--- config.mk ---
export PLATFORM = sky130hd
export DESIGN_NAME = connection_slot_send_manager
export DESIGN_NICKNAME = d
export VERILOG_FILES = /design/src/hdl/csm_pkg.sv /design/src/hdl/csm_ctrl.sv /design/src/hdl/csm_dpath.sv /design/src/hdl/connection_slot_send_manager.sv
export SDC_FILE = /design/constraint.sdc
export NUM_CORES = 1
export LEC_CHECK = 0
export ABC_CLOCK_PERIOD_IN_PS = 9450
export BUFFER_PORTS_ARGS = -buffer_cell sky130_fd_sc_hd__buf_4
export CAP_MARGIN = 30
export CORE_UTILIZATION = 60
export CTS_CLUSTER_DIAMETER = 200
export DETAILED_ROUTE_END_ITERATION = 8
export PLACE_DENSITY = 0.81
export SLEW_MARGIN = 20
export SYNTH_ARGS = -nofsm -noshare
export SYNTH_HDL_FRONTEND = slang
export SYNTH_HIERARCHICAL = 1
export SYNTH_SLANG_ARGS = --single-unit
--- constraint.sdc ---
create_clock -name i_clk -period 9.45 [get_ports i_clk]
set_input_delay 0.4725 -clock i_clk [delete_from_list [all_inputs] [get_ports i_clk]]
set_output_delay 0.4725 -clock i_clk [all_outputs]
set_load 0.03 [all_outputs]
--- src/hdl/csm_pkg.sv ---
`timescale 1ns / 1ps

package csm_pkg;

    localparam int SLOT_COUNT_DEF  = 8;
    localparam int QUEUE_DEPTH_DEF = 8;
    localparam int MAX_FRAME_DEF   = 1024;

    localparam int IN_TDATA_W  = 56;
    localparam int OUT_TDATA_W = 40;
    localparam int OP_W        = 3;
    localparam int KIND_W      = 3;
    localparam int CFG_IDX_W   = 2;
    localparam int CFG_DATA_W  = 8;

    // event codes
    localparam logic [OP_W-1:0] OP_CONNECT    = 3'd0;
    localparam logic [OP_W-1:0] OP_SEND       = 3'd1;
    localparam logic [OP_W-1:0] OP_CONFIRM    = 3'd2;
    localparam logic [OP_W-1:0] OP_DISCONNECT = 3'd3;
    localparam logic [OP_W-1:0] OP_CHUNK      = 3'd4;

    // result kinds
    localparam logic [KIND_W-1:0] KIND_ACCEPTED     = 3'd0;
    localparam logic [KIND_W-1:0] KIND_CONNECTED    = 3'd1;
    localparam logic [KIND_W-1:0] KIND_REFUSED      = 3'd2;
    localparam logic [KIND_W-1:0] KIND_TX_PAYLOAD   = 3'd3;
    localparam logic [KIND_W-1:0] KIND_ERR_MSG      = 3'd4;
    localparam logic [KIND_W-1:0] KIND_FRAME_DONE   = 3'd5;
    localparam logic [KIND_W-1:0] KIND_CLOSE_REQ    = 3'd6;
    localparam logic [KIND_W-1:0] KIND_DISCONNECTED = 3'd7;

    localparam logic [CFG_IDX_W-1:0] CFG_BAD_START_LEN = 2'd0;
    localparam logic [CFG_IDX_W-1:0] CFG_OVERFLOW_LEN  = 2'd1;
    localparam logic [CFG_DATA_W-1:0] MSG_LEN_RST      = 8'd32;

    localparam logic [15:0] ERR_BAD_START = 16'd0;
    localparam logic [15:0] ERR_OVERFLOW  = 16'd1;

    localparam logic [7:0] OPEN_BRACE  = 8'h7B;
    localparam logic [7:0] CLOSE_BRACE = 8'h7D;

    typedef struct packed {
        logic               load_in;
        logic               srch_init;
        logic               srch_step;
        logic               srch_take;
        logic               srch_fail;
        logic               enq;
        logic               enq_code;
        logic               take;
        logic               pop;
        logic               free_s;
        logic               held_wr;
        logic               emit;
        logic [KIND_W-1:0]  emit_kind;
        logic               flush;
    } t_ctl_cmd;

    typedef struct packed {
        logic [OP_W-1:0] op;
        logic            slot_ok;
        logic            slot_free;
        logic            len_zero;
        logic            held_zero;
        logic            fb_open;
        logic            lb_close;
        logic            over;
        logic            srch_free;
        logic            srch_end;
        logic            q_full;
        logic            q_empty;
        logic            outstanding;
        logic            head_free;
        logic            stg_vld;
        logic            out_free;
    } t_ctl_stat;

endpackage

--- src/hdl/csm_ctrl.sv ---
`timescale 1ns / 1ps

module csm_ctrl (
    input  logic                 i_clk,
    input  logic                 i_rst_n,
    input  logic                 i_in_valid,
    output logic                 o_in_ready,
    input  csm_pkg::t_ctl_stat   i_stat,
    output csm_pkg::t_ctl_cmd    o_cmd
);

    localparam logic [3:0] ST_IDLE      = 4'd0;
    localparam logic [3:0] ST_DECODE    = 4'd1;
    localparam logic [3:0] ST_SEARCH    = 4'd2;
    localparam logic [3:0] ST_SN_RD     = 4'd3;
    localparam logic [3:0] ST_SN_CHK    = 4'd4;
    localparam logic [3:0] ST_RET       = 4'd5;
    localparam logic [3:0] ST_DISC_CHK  = 4'd6;
    localparam logic [3:0] ST_CHUNK_CHK = 4'd7;
    localparam logic [3:0] ST_FLUSH     = 4'd8;

    logic [3:0] r_state;
    logic [3:0] n_state;
    logic       w_emit_ok;

    assign o_in_ready = (r_state == ST_IDLE) && i_rst_n;
    // a new result may enter the stage once the staged one can move on
    assign w_emit_ok  = !i_stat.stg_vld || i_stat.out_free;

    always_ff @(posedge i_clk) begin
        if (!i_rst_n) begin
            r_state <= ST_IDLE;
        end else begin
            r_state <= n_state;
        end
    end

    always_comb begin
        o_cmd   = '0;
        n_state = r_state;
        case (r_state)
            ST_IDLE: begin
                if (i_in_valid && o_in_ready) begin
                    o_cmd.load_in = 1'b1;
                    n_state       = ST_DECODE;
                end
            end
            ST_DECODE: begin
                case (i_stat.op)
                    csm_pkg::OP_CONNECT: begin
                        o_cmd.srch_init = 1'b1;
                        n_state         = ST_SEARCH;
                    end
                    csm_pkg::OP_SEND: begin
                        if (!i_stat.slot_ok) begin
                            n_state = ST_FLUSH;
                        end else if (i_stat.q_full) begin
                            o_cmd.emit      = 1'b1;
                            o_cmd.emit_kind = csm_pkg::KIND_REFUSED;
                            n_state         = ST_FLUSH;
                        end else begin
                            o_cmd.enq       = 1'b1;
                            o_cmd.emit      = 1'b1;
                            o_cmd.emit_kind = csm_pkg::KIND_ACCEPTED;
                            n_state         = ST_SN_RD;
                        end
                    end
                    csm_pkg::OP_CONFIRM: begin
                        o_cmd.pop = 1'b1;
                        n_state   = ST_SN_RD;
                    end
                    csm_pkg::OP_DISCONNECT: begin
                        if (!i_stat.slot_ok) begin
                            n_state = ST_FLUSH;
                        end else begin
                            o_cmd.free_s = 1'b1;
                            n_state      = ST_DISC_CHK;
                        end
                    end
                    csm_pkg::OP_CHUNK: begin
                        if (!i_stat.slot_ok || i_stat.slot_free || i_stat.len_zero) begin
                            n_state = ST_FLUSH;
                        end else begin
                            n_state = ST_CHUNK_CHK;
                        end
                    end
                    default: begin
                        n_state = ST_FLUSH;
                    end
                endcase
            end
            ST_SEARCH: begin
                if (i_stat.srch_free) begin
                    o_cmd.srch_take = 1'b1;
                    o_cmd.emit      = 1'b1;
                    o_cmd.emit_kind = csm_pkg::KIND_CONNECTED;
                    n_state         = ST_FLUSH;
                end else if (i_stat.srch_end) begin
                    o_cmd.srch_fail = 1'b1;
                    o_cmd.emit      = 1'b1;
                    o_cmd.emit_kind = csm_pkg::KIND_REFUSED;
                    n_state         = ST_FLUSH;
                end else begin
                    o_cmd.srch_step = 1'b1;
                end
            end
            ST_SN_RD: begin
                if (i_stat.outstanding || i_stat.q_empty) begin
                    n_state = ST_RET;
                end else begin
                    n_state = ST_SN_CHK;
                end
            end
            ST_SN_CHK: begin
                // drop a head entry whose slot has closed, else transmit it
                if (i_stat.head_free) begin
                    o_cmd.take = 1'b1;
                    o_cmd.pop  = 1'b1;
                    n_state    = ST_SN_RD;
                end else if (w_emit_ok) begin
                    o_cmd.take      = 1'b1;
                    o_cmd.emit      = 1'b1;
                    o_cmd.emit_kind = csm_pkg::KIND_TX_PAYLOAD;
                    n_state         = ST_RET;
                end
            end
            ST_RET: begin
                if (i_stat.op == csm_pkg::OP_DISCONNECT) begin
                    if (w_emit_ok) begin
                        o_cmd.emit      = 1'b1;
                        o_cmd.emit_kind = csm_pkg::KIND_DISCONNECTED;
                        n_state         = ST_FLUSH;
                    end
                end else if (i_stat.op == csm_pkg::OP_CHUNK) begin
                    if (w_emit_ok) begin
                        o_cmd.emit      = 1'b1;
                        o_cmd.emit_kind = csm_pkg::KIND_CLOSE_REQ;
                        n_state         = ST_FLUSH;
                    end
                end else begin
                    n_state = ST_FLUSH;
                end
            end
            ST_DISC_CHK: begin
                if (i_stat.outstanding && !i_stat.q_empty && i_stat.head_free) begin
                    o_cmd.pop = 1'b1;
                    n_state   = ST_SN_RD;
                end else begin
                    n_state = ST_RET;
                end
            end
            ST_CHUNK_CHK: begin
                if (i_stat.held_zero && !i_stat.fb_open) begin
                    if (!i_stat.q_full) begin
                        o_cmd.enq = 1'b1;
                        n_state   = ST_SN_RD;
                    end else begin
                        n_state = ST_RET;
                    end
                end else if (i_stat.over) begin
                    if (!i_stat.q_full) begin
                        o_cmd.enq      = 1'b1;
                        o_cmd.enq_code = 1'b1;
                        n_state        = ST_SN_RD;
                    end else begin
                        n_state = ST_RET;
                    end
                end else begin
                    o_cmd.held_wr   = 1'b1;
                    o_cmd.emit      = 1'b1;
                    o_cmd.emit_kind = i_stat.lb_close ? csm_pkg::KIND_FRAME_DONE
                                                      : csm_pkg::KIND_ACCEPTED;
                    n_state         = ST_FLUSH;
                end
            end
            ST_FLUSH: begin
                if (!i_stat.stg_vld) begin
                    n_state = ST_IDLE;
                end else if (i_stat.out_free) begin
                    o_cmd.flush = 1'b1;
                    n_state     = ST_IDLE;
                end
            end
            default: begin
                n_state = ST_IDLE;
            end
        endcase
    end

endmodule

--- src/hdl/csm_dpath.sv ---
`timescale 1ns / 1ps

module csm_dpath #(
    parameter int SLOT_COUNT  = csm_pkg::SLOT_COUNT_DEF,
    parameter int QUEUE_DEPTH = csm_pkg::QUEUE_DEPTH_DEF,
    parameter int MAX_FRAME   = csm_pkg::MAX_FRAME_DEF
) (
    input  logic                               i_clk,
    input  logic                               i_rst_n,
    input  csm_pkg::t_ctl_cmd                  i_cmd,
    output csm_pkg::t_ctl_stat                 o_stat,
    input  logic [csm_pkg::IN_TDATA_W-1:0]     i_in_data,
    input  logic [csm_pkg::OP_W-1:0]           i_in_op,
    input  logic                               i_cfg_valid,
    output logic                               o_cfg_ready,
    input  logic [csm_pkg::CFG_IDX_W-1:0]      i_cfg_index,
    input  logic [csm_pkg::CFG_DATA_W-1:0]     i_cfg_data,
    input  logic                               i_out_ready,
    output logic                               o_out_valid,
    output logic [csm_pkg::OUT_TDATA_W-1:0]    o_out_data,
    output logic [csm_pkg::KIND_W-1:0]         o_out_kind,
    output logic                               o_out_last
);

    localparam int SW = $clog2(SLOT_COUNT);
    localparam int QW = $clog2(QUEUE_DEPTH);
    localparam int HW = $clog2(MAX_FRAME + 1);
    localparam int EW = SW + 33;

    localparam logic [SW-1:0] SLOT_LAST = SW'(SLOT_COUNT - 1);
    localparam logic [6:0]    SLOT_LIM  = 7'(SLOT_COUNT);
    localparam logic [QW:0]   Q_DEPTH   = (QW + 1)'(QUEUE_DEPTH);
    localparam logic [QW-1:0] Q_LAST    = QW'(QUEUE_DEPTH - 1);
    localparam logic [16:0]   FRAME_MAX = 17'(MAX_FRAME);

    // latched event
    logic [csm_pkg::OP_W-1:0] r_op;
    logic [2:0]               r_slot;
    logic [15:0]              r_handle;
    logic [15:0]              r_len;
    logic [7:0]               r_fb;
    logic [7:0]               r_lb;

    logic [csm_pkg::CFG_DATA_W-1:0] r_bad_len;
    logic [csm_pkg::CFG_DATA_W-1:0] r_ovf_len;

    logic [SLOT_COUNT-1:0] r_free;
    logic [SLOT_COUNT-1:0] r_hvld;
    logic [HW-1:0]         m_held [SLOT_COUNT];
    logic [HW-1:0]         r_held_rd;

    logic [SW-1:0] r_sstart;
    logic [SW-1:0] r_sptr;
    logic [SW-1:0] r_scnt;

    logic [EW-1:0] m_q [QUEUE_DEPTH];
    logic [EW-1:0] r_q_rd;
    logic [QW-1:0] r_qhead;
    logic [QW:0]   r_qcnt;
    logic          r_outst;

    logic [csm_pkg::KIND_W-1:0] r_stg_kind;
    logic [2:0]                 r_stg_slot;
    logic [15:0]                r_stg_handle;
    logic [15:0]                r_stg_len;
    logic                       r_stg_vld;

    logic                       r_out_vld;
    logic [csm_pkg::KIND_W-1:0] r_out_kind;
    logic [2:0]                 r_out_slot;
    logic [15:0]                r_out_handle;
    logic [15:0]                r_out_len;
    logic                       r_out_last;

    logic [6:0]    w_slot_ext;
    logic [SW-1:0] w_sidx;
    logic [SW-1:0] w_sptr_nxt;
    logic [6:0]    w_sptr_ext;
    logic [SW-1:0] w_e_slot;
    logic [6:0]    w_e_slot_ext;
    logic [15:0]   w_e_handle;
    logic [15:0]   w_e_len;
    logic          w_e_err;
    logic [HW-1:0] w_held;
    logic [16:0]   w_sum;
    logic [QW:0]   w_tsum;
    logic [QW:0]   w_tsum_wrap;
    logic [QW-1:0] w_tail;
    logic          w_enq_err;
    logic [15:0]   w_enq_handle;
    logic [15:0]   w_enq_len;
    logic [EW-1:0] w_enq_data;
    logic          w_pop;
    logic          w_to_out;

    logic [csm_pkg::KIND_W-1:0] w_kind;
    logic [2:0]                 w_res_slot;
    logic [15:0]                w_res_handle;
    logic [15:0]                w_res_len;

    assign w_slot_ext   = {4'b0000, r_slot};
    assign w_sidx       = w_slot_ext[SW-1:0];
    assign w_sptr_nxt   = (r_sptr == SLOT_LAST) ? '0 : r_sptr + 1'b1;
    assign w_sptr_ext   = 7'(r_sptr);

    assign w_e_slot     = r_q_rd[SW-1:0];
    assign w_e_slot_ext = 7'(w_e_slot);
    assign w_e_handle   = r_q_rd[SW+15:SW];
    assign w_e_len      = r_q_rd[SW+31:SW+16];
    assign w_e_err      = r_q_rd[SW+32];

    assign w_held = r_hvld[w_sidx] ? r_held_rd : '0;
    assign w_sum  = 17'(w_held) + {1'b0, r_len};

    assign w_tsum      = {1'b0, r_qhead} + r_qcnt;
    assign w_tsum_wrap = w_tsum - Q_DEPTH;
    assign w_tail      = (w_tsum >= Q_DEPTH) ? w_tsum_wrap[QW-1:0] : w_tsum[QW-1:0];

    // error messages come from chunk events, payload sends from send requests
    assign w_enq_err    = (r_op == csm_pkg::OP_CHUNK);
    assign w_enq_handle = !w_enq_err ? r_handle
                        : (i_cmd.enq_code ? csm_pkg::ERR_OVERFLOW : csm_pkg::ERR_BAD_START);
    assign w_enq_len    = !w_enq_err ? r_len
                        : {8'h00, (i_cmd.enq_code ? r_ovf_len : r_bad_len)};
    assign w_enq_data   = {w_enq_err, w_enq_len, w_enq_handle, w_sidx};

    assign w_pop = i_cmd.pop && (r_outst || i_cmd.take) && (r_qcnt != '0);

    assign o_cfg_ready = i_rst_n;

    always_ff @(posedge i_clk) begin
        if (i_cmd.load_in) begin
            r_op     <= i_in_op;
            r_slot   <= i_in_data[2:0];
            r_handle <= i_in_data[18:3];
            r_len    <= i_in_data[34:19];
            r_fb     <= i_in_data[42:35];
            r_lb     <= i_in_data[50:43];
        end
    end

    always_ff @(posedge i_clk) begin
        if (!i_rst_n) begin
            r_bad_len <= csm_pkg::MSG_LEN_RST;
            r_ovf_len <= csm_pkg::MSG_LEN_RST;
        end else if (i_cfg_valid) begin
            if (i_cfg_index == csm_pkg::CFG_BAD_START_LEN) begin
                r_bad_len <= i_cfg_data;
            end else if (i_cfg_index == csm_pkg::CFG_OVERFLOW_LEN) begin
                r_ovf_len <= i_cfg_data;
            end
        end
    end

    // slot table and search pointer
    always_ff @(posedge i_clk) begin
        if (!i_rst_n) begin
            r_free   <= '1;
            r_hvld   <= '0;
            r_sstart <= '0;
            r_sptr   <= '0;
            r_scnt   <= '0;
        end else begin
            if (i_cmd.srch_init) begin
                r_sptr <= r_sstart;
                r_scnt <= '0;
            end
            if (i_cmd.srch_step) begin
                r_sptr <= w_sptr_nxt;
                r_scnt <= r_scnt + 1'b1;
            end
            if (i_cmd.srch_take) begin
                r_free[r_sptr] <= 1'b0;
                r_hvld[r_sptr] <= 1'b0;
                r_sstart       <= w_sptr_nxt;
            end
            if (i_cmd.srch_fail) begin
                r_sstart <= '0;
            end
            if (i_cmd.free_s) begin
                r_free[w_sidx] <= 1'b1;
                r_hvld[w_sidx] <= 1'b0;
            end
            if (i_cmd.held_wr) begin
                r_hvld[w_sidx] <= !(r_lb == csm_pkg::CLOSE_BRACE);
            end
        end
    end

    always_ff @(posedge i_clk) begin
        r_held_rd <= m_held[w_sidx];
        if (i_cmd.held_wr) begin
            m_held[w_sidx] <= w_sum[HW-1:0];
        end
    end

    // send queue
    always_ff @(posedge i_clk) begin
        r_q_rd <= m_q[r_qhead];
        if (i_cmd.enq) begin
            m_q[w_tail] <= w_enq_data;
        end
    end

    always_ff @(posedge i_clk) begin
        if (!i_rst_n) begin
            r_qhead <= '0;
            r_qcnt  <= '0;
            r_outst <= 1'b0;
        end else begin
            if (w_pop) begin
                r_qhead <= (r_qhead == Q_LAST) ? '0 : r_qhead + 1'b1;
                r_qcnt  <= r_qcnt - 1'b1;
                r_outst <= 1'b0;
            end else begin
                if (i_cmd.take) begin
                    r_outst <= 1'b1;
                end
                if (i_cmd.enq) begin
                    r_qcnt <= r_qcnt + 1'b1;
                end
            end
        end
    end

    // result selection
    always_comb begin
        w_kind       = i_cmd.emit_kind;
        w_res_slot   = r_slot;
        w_res_handle = '0;
        w_res_len    = '0;
        case (i_cmd.emit_kind)
            csm_pkg::KIND_CONNECTED: begin
                w_res_slot = w_sptr_ext[2:0];
            end
            csm_pkg::KIND_REFUSED: begin
                w_res_slot = (r_op == csm_pkg::OP_CONNECT) ? 3'd0 : r_slot;
            end
            csm_pkg::KIND_TX_PAYLOAD: begin
                w_kind       = w_e_err ? csm_pkg::KIND_ERR_MSG : csm_pkg::KIND_TX_PAYLOAD;
                w_res_slot   = w_e_slot_ext[2:0];
                w_res_handle = w_e_handle;
                w_res_len    = w_e_len;
            end
            csm_pkg::KIND_ACCEPTED: begin
                if (r_op == csm_pkg::OP_SEND) begin
                    w_res_handle = r_handle;
                    w_res_len    = r_len;
                end else begin
                    w_res_len = w_sum[15:0];
                end
            end
            csm_pkg::KIND_FRAME_DONE: begin
                w_res_len = w_sum[15:0];
            end
            default: begin
                w_res_slot = r_slot;
            end
        endcase
    end

    // one staged result, so the final one can be marked last
    assign w_to_out = i_cmd.flush || (i_cmd.emit && r_stg_vld);

    always_ff @(posedge i_clk) begin
        if (!i_rst_n) begin
            r_stg_vld <= 1'b0;
            r_out_vld <= 1'b0;
        end else begin
            if (r_out_vld && i_out_ready) begin
                r_out_vld <= 1'b0;
            end
            if (w_to_out) begin
                r_out_vld <= 1'b1;
            end
            if (i_cmd.flush) begin
                r_stg_vld <= 1'b0;
            end else if (i_cmd.emit) begin
                r_stg_vld <= 1'b1;
            end
        end
    end

    always_ff @(posedge i_clk) begin
        if (w_to_out) begin
            r_out_kind   <= r_stg_kind;
            r_out_slot   <= r_stg_slot;
            r_out_handle <= r_stg_handle;
            r_out_len    <= r_stg_len;
            r_out_last   <= i_cmd.flush;
        end
        if (i_cmd.emit) begin
            r_stg_kind   <= w_kind;
            r_stg_slot   <= w_res_slot;
            r_stg_handle <= w_res_handle;
            r_stg_len    <= w_res_len;
        end
    end

    assign o_out_valid = r_out_vld;
    assign o_out_kind  = r_out_kind;
    assign o_out_last  = r_out_last;
    assign o_out_data  = {5'b00000, r_out_len, r_out_handle, r_out_slot};

    assign o_stat.op          = r_op;
    assign o_stat.slot_ok     = (w_slot_ext < SLOT_LIM);
    assign o_stat.slot_free   = r_free[w_sidx];
    assign o_stat.len_zero    = (r_len == '0);
    assign o_stat.held_zero   = (w_held == '0);
    assign o_stat.fb_open     = (r_fb == csm_pkg::OPEN_BRACE);
    assign o_stat.lb_close    = (r_lb == csm_pkg::CLOSE_BRACE);
    assign o_stat.over        = (w_sum > FRAME_MAX);
    assign o_stat.srch_free   = r_free[r_sptr];
    assign o_stat.srch_end    = (r_scnt == SLOT_LAST);
    assign o_stat.q_full      = (r_qcnt == Q_DEPTH);
    assign o_stat.q_empty     = (r_qcnt == '0);
    assign o_stat.outstanding = r_outst;
    assign o_stat.head_free   = r_free[w_e_slot];
    assign o_stat.stg_vld     = r_stg_vld;
    assign o_stat.out_free    = !r_out_vld || i_out_ready;

endmodule

--- src/hdl/connection_slot_send_manager.sv ---
`timescale 1ns / 1ps
// Channel   Direction  Beat contents
// s_axis    in         tuser: opcode; tdata: slot, data_handle, length, first_byte, final_byte
// m_axis    out        tuser: kind; tdata: out_slot, out_handle, out_length; tlast: last
// cfg       in         index 0 bad_start_msg_len, index 1 overflow_msg_len
//
// One event at a time: the controller walks each event through a few states.
// Connect probes up to SLOT_COUNT slots (one slot probed per cycle); send, confirm,
// disconnect and chunk walk the send queue, and each dropped queue entry costs a further
// registered read of the send queue memory.
// A result waits in a stage and an output register; a stalled m_axis holds only an event
// that must place a new result. i_rst_n is synchronous, active low; no clearing pass follows.

module connection_slot_send_manager #(
    parameter int SLOT_COUNT  = csm_pkg::SLOT_COUNT_DEF,
    parameter int QUEUE_DEPTH = csm_pkg::QUEUE_DEPTH_DEF,
    parameter int MAX_FRAME   = csm_pkg::MAX_FRAME_DEF
) (
    input  logic                               i_clk,
    input  logic                               i_rst_n,
    input  logic                               s_axis_tvalid,
    output logic                               s_axis_tready,
    // [2:0] slot, [18:3] data_handle, [34:19] length, [42:35] first_byte,
    // [50:43] final_byte, [55:51] zero
    input  logic [csm_pkg::IN_TDATA_W-1:0]     s_axis_tdata,
    // [2:0] opcode
    input  logic [csm_pkg::OP_W-1:0]           s_axis_tuser,
    output logic                               m_axis_tvalid,
    input  logic                               m_axis_tready,
    // [2:0] out_slot, [18:3] out_handle, [34:19] out_length, [39:35] zero
    output logic [csm_pkg::OUT_TDATA_W-1:0]    m_axis_tdata,
    // [2:0] kind
    output logic [csm_pkg::KIND_W-1:0]         m_axis_tuser,
    output logic                               m_axis_tlast,
    input  logic                               i_cfg_valid,
    output logic                               o_cfg_ready,
    input  logic [csm_pkg::CFG_IDX_W-1:0]      i_cfg_index,
    input  logic [csm_pkg::CFG_DATA_W-1:0]     i_cfg_data
);

    csm_pkg::t_ctl_cmd  w_cmd;
    csm_pkg::t_ctl_stat w_stat;

    csm_ctrl u_ctrl (
        .i_clk      (i_clk),
        .i_rst_n    (i_rst_n),
        .i_in_valid (s_axis_tvalid),
        .o_in_ready (s_axis_tready),
        .i_stat     (w_stat),
        .o_cmd      (w_cmd)
    );

    csm_dpath #(
        .SLOT_COUNT  (SLOT_COUNT),
        .QUEUE_DEPTH (QUEUE_DEPTH),
        .MAX_FRAME   (MAX_FRAME)
    ) u_dpath (
        .i_clk       (i_clk),
        .i_rst_n     (i_rst_n),
        .i_cmd       (w_cmd),
        .o_stat      (w_stat),
        .i_in_data   (s_axis_tdata),
        .i_in_op     (s_axis_tuser),
        .i_cfg_valid (i_cfg_valid),
        .o_cfg_ready (o_cfg_ready),
        .i_cfg_index (i_cfg_index),
        .i_cfg_data  (i_cfg_data),
        .i_out_ready (m_axis_tready),
        .o_out_valid (m_axis_tvalid),
        .o_out_data  (m_axis_tdata),
        .o_out_kind  (m_axis_tuser),
        .o_out_last  (m_axis_tlast)
    );

endmodule

Yosys cells after proc, flatten, opt, wreduce, memory -nomap -nowiden
Memory sizes are Yosys's and may differ from the RTL's. A register that Yosys moved wholly into a read port is not among the register bits.
Cells that the tools add are included.

storage, ports and cells
  word-level logic and storage cells = 240
  register bits = 186
  output and inout port bits = 47
  memory bits (writable) = 376
  bits of input ports = 74
  memories kept = 2

memory list
  memory          depth  width  rd ports  clocked after Yosys merged registers in  write ports  line             text
  u_dpath.m_q     8      36     1         1                                        1            csm_dpath.sv:56  logic [EW-1:0] m_q [QUEUE_DEPTH];
  u_dpath.m_held  8      11     1         1                                        1            csm_dpath.sv:49  logic [HW-1:0] m_held [SLOT_COUNT];

operators by class
  reduce and logical (&&, ||, !) cells = 41
  order comparisons = 8
  equality and inequality tests = 27
  muxes and demuxes = 118
  add/subtract/negate cells = 8
  bitwise gates (word level) = 8

operators with widths
  cell                  count
  $mux 4                28
  $mux 8                9
  $mux 16               4
  $pmux 16 s3           1
  $mux 1                42
  $mux 3                14
  $pmux 4 s5            2
  $pmux 4 s9            1
  $pmux 16 s2           1
  $and 8x8->8           3
  $add 11x16->17        1
  $gt 17x11->1 const B  1
  $eq 4x3->1 const B    4
  $eq 8x7->1 const B    2
  $logic_not 16->1      1
  $lt 3x4->1 const B    4
  $not 8->8             2
  $eq 3x3->1 const B    5
  $bmux 1 s3            4
  $eq 3x2->1 const B    4
  $logic_and 1x1->1     11
  $logic_not 11->1      1
  $mux 11               1
  $mux 5                2
  34 further kinds      62

Depth between registers and ports, before layout
  depth after elaboration = 13
  mapped depth = 24
  depth with buffers taken out = 23

By module
Netlist, hierarchy kept.

modules (own cells, without submodules)
  module     sequential area each (µm²)  cells an instance  instances  area an instance (µm²)
  csm_dpath  17186.5                     1306               1          23135.9
  csm_ctrl   80.1                        95                 1          699.4

Least setup slack after synthesis
Ideal clock, no wire load.

  path kind = reg2reg
  start point = reg u_dpath.r_slot[0]
  end point = mem u_dpath/m_q[0][0] (netlist bit) (enable)
  required time = 8.976 ns
  library setup time = 0.474 ns
  clock period less this slack = 7.001 ns
  setup slack = 2.449 ns
  buffers on the path = 2
  cell stages (with the launch flop) = 20
  arrival time = 6.527 ns
  cell sequence = edfxtp_1 -> clkbuf_1 -> nand2_1 -> nor2_1 -> a22oi_1 -> and3_1 -> clkbuf_1 -> nor2b_1 -> ha_1 -> a21o_1 -> a221oi_2 -> o211ai_1 -> a21oi_1 -> xnor2_1 -> o41ai_1 -> nand3_1 -> o21bai_1 -> a21oi_1 -> nand2b_1 -> nor3_1

RTL lines
  element                   line              text
  start: declaration        csm_dpath.sv:38   logic [2:0] r_slot;
  start signal: assignment  csm_dpath.sv:134  r_slot <= i_in_data[2:0];
  end: declaration          csm_dpath.sv:56

==> reports/metrics.cfg <==
[floorplan]
core_sq_um = 38900
die_h_um = 201
row_count = 72
boundaryPins = 121
start_util_pct = 61.2
dieArea_sq_um = 40500
die_w_um = 201

[grt]
grt_max_degree = 56
grt_pass1_wl_um = 79000
antenna_found_initial = 1
track_usage_pct = 26.0
first_global_vias = 13540
overflow = 0

[sta]
slew_viol_final = 0
fin_crit_sh_pct = 80.2
tightest_slew_ns = 1.03
max_freq_ghz = 0.132
setup_viol = 0
finClkSkew_ns = 0.0314
rsz0062_at_grt = no
slew_headroom_pct = 31.0
hold_viol_final = 0
post-route-worst-setup-slack_ns = 1.87
fin_setup_tns_ns = 0
period_minus_slack_ns = 7.58

[setup_path]
crit_family = simple AND/OR/NAND/NOR gates
endpoint_kind = flip-flop
cp.arrival_ns = 8.05
cpPeakStageDelay_ns = 0.76
crit_type = flip-flop to flip-flop
crit_top_cell = nor3_2
crit_fanout = 20
critPathBufInv = 1
slowest_stage = nor2_2
cp.required_ns = 9.92
cp-start-kind = flip-flop
crit_chain = and3b_1 -> a22oi_1 -> and3_1 -> nor2b_1 -> ha_1 -> fa_1 -> a21o_1 -> a221oi_2 -> nor3_2 -> o41ai_4 -> a21oi_1 -> a2111oi_1 -> nand3_1 -> nor3_2 -> a221o_1 -> nand2b_1 -> nor2_2 -> buf_4 -> a22o_1

[min_path]
min_path_type = primary input to flip-flop

[routing]
wl_um = 52200
drc_errors = 0
first_iter_violations = 1368
dr.pass1.iters = 7
antenna_left = 0
viasPerCell = 6.34
dr_total_vias = 13365
route.detailed.wl_per_inst_um = 24.8

[logic_synthesis]
ys.flop_type = edfxtp_1
async_flop_share_pct = 0
synth_cell_type_count = 81
synth-seq-cells = 609
synth_edf_count = 507
avgSynthCellArea_sq_um = 17.0
postSynthCellCount = 1401
yosysWarnings = 6
seq_area_frac_synth_pct = 72.4
synthesis.area_sq_um = 23800

[clock_network]
clock-root-buffer = clkbuf_16
tritoncts = yes
insertion_delay_ns = 0.64
clock-sinks = 609
cts_max_level = 2
cts_made_buffers = 57
clockBufferDepth = 3
clk_pin_slew_ns = 0.06

[place]
dp_hpwl_um = 31500
portBuffers = 110
routabilityCongestion = 0.905
dp_slack_ns = 1.59

[status]
outcome = finished, final reports clean

[run]
maxCapViolCount = 0

[cells_and_area]
finish.utilization_pct = 69.9
area_growth_pct = 14.2
layout-drive-gt1-share_pct = 23.4
nNetsFinal = 1636

[pwr]
finalPower_w = 0.00545
power.density_nw_per_um2 = 200
vdd_drop_max_mv = 0.175
p_leak_nw = 9.06

[layer usage]
layer / wire (um) / up-vias / global-route usage, %
met5: 0 / - / 0
met4: 1820 / 0 / 10.4
met3: 4430 / 142 / 4.47
met2: 25600 / 689 / 42.7
met1: 20400 / 6737 / 35.1
li1: - / 5797 / -
[area by class of cell]
class | instances | area [sq um]
flip-flops and latches | 609 | 17300
diodes | 2 | 5.00
fillers | 2417 | 11700
inverters | 30 | 113
repair buffers | 154 | 1220
well taps | 518 | 648
clock inverters | 22 | 194
clock buffers | 85 | 1580
multi-input cells | 687 | 6190
[layout by cell type (no fill, tap or decap), types with 12 or more instances in the layout]
cell,netlist,final
buf_4,11,139
a22o_1,24,24
and2_1,16,15
nor2b_1,68,68
nor2_1,40,35
mux2_2,39,39
edfxtp_1,507,507
clkbuf_1,55,24
nand2b_1,12,12
xnor2_1,13,13
ha_1,20,20
inv_1,28,27
clkbuf_16,0,58
a22oi_1,48,48
o21ai_0,25,25
mux4_2,76,76
clkinv_2,0,12
mux2i_1,35,35
dfxtp_1,102,99
a21oi_1,34,34
nand2_1,46,46
nand3_1,22,22
[cell families (layout without fill, tap and decap cells)]
logic type	Yosys count	count (layout)	share of synthesized area [%]
AO/OA/AOI/OAI	209	209	6.43
XOR/XNOR	17	17	0.625
adder cells (fa/ha/maj)	23	23	1.30
buffers and inverters	109	291	1.99
flip-flops	609	609	72.4
multiplexers	150	150	10.5
other	2	8	0.0315
AND/OR/NAND/NOR	282	282	6.69
[flip-flops by register name, summed over array words and instances, names as in the netlist, 11 cells and up]
register	count
u_dpath/r_handle	16
u_dpath/r_stg_len	16
u_dpath/r_q_rd	36
u_dpath/r_out_len	16
u_dpath/r_len	16
u_dpath/m_held	88
u_dpath/r_held_rd	11
u_dpath/r_out_handle	16
u_dpath/m_q	288
u_dpath/r_stg_handle	16
[what timing repair did]
item	in CTS	in global routing
endpoints found under the hold margin	11	0
resized for setup	0	0
setup buffers	0	0
hold buffers	11	0
[cell usage after synthesis (12+ instances only)]
master,n,area [sq um]
a21oi_1,34,170
ha_1,20,250
mux4_2,76,1710
inv_1,28,105
nand2b_1,12,75.1
dfxtp_1,102,2040
nand3_1,22,110
nor2b_1,68,425
a22o_1,24,210
nor2_1,40,150
xnor2_1,13,114
a22oi_1,48,360
mux2i_1,35,350
clkbuf_1,55,206
mux2_2,39,439
o21ai_0,25,125
and2_1,16,100
nand2_1,46,173
edfxtp_1,507,15200
[metrics by stage]
step | cell area [sq um] | hold WS [ns] | cells
2_1_floorplan | 23900 | 0.400 | 1405
3_3_place_gp | 25200 | 0.403 | 1980
3_5_place_dp | 25300 | 0.406 | 1984
4_1_cts | 27200 | 0.00186 | 2102
5_1_grt | 27200 | 0.00168 | 2105
6_report | 27200 | 0.0206 | 2107
[where the power goes]
group / internal, W / switching (W) / total (W)
combinational: 0.0000914 / 0.000166 / 0.000257
sequential: 0.00298 / 0.0000389 / 0.00302
clock: 0.00120 / 0.000978 / 0.00217
total: 0.00427 / 0.00118 / 0.00545
[path summary, 6_finish.rpt]
| kind | endpoint | cells past startpoint | startpoint | slack (ns) |
|---|---|---|---|---|
| max | u_dpath/r_stg_handle[9] | 19 | u_dpath/r_slot[2] | 1.87 |
| min | u_dpath/r_handle[1] | 1 | s_axis_tdata[4] | 0.02 |
| max reg2reg | u_dpath/r_stg_handle[9] | 19 | u_dpath/r_slot[2] | 1.87 |
| min reg2reg | u_dpath/r_out_len[12] | 0 | u_dpath/r_stg_len[12] | 0.42 |
(Power assumes the default switching activity.)
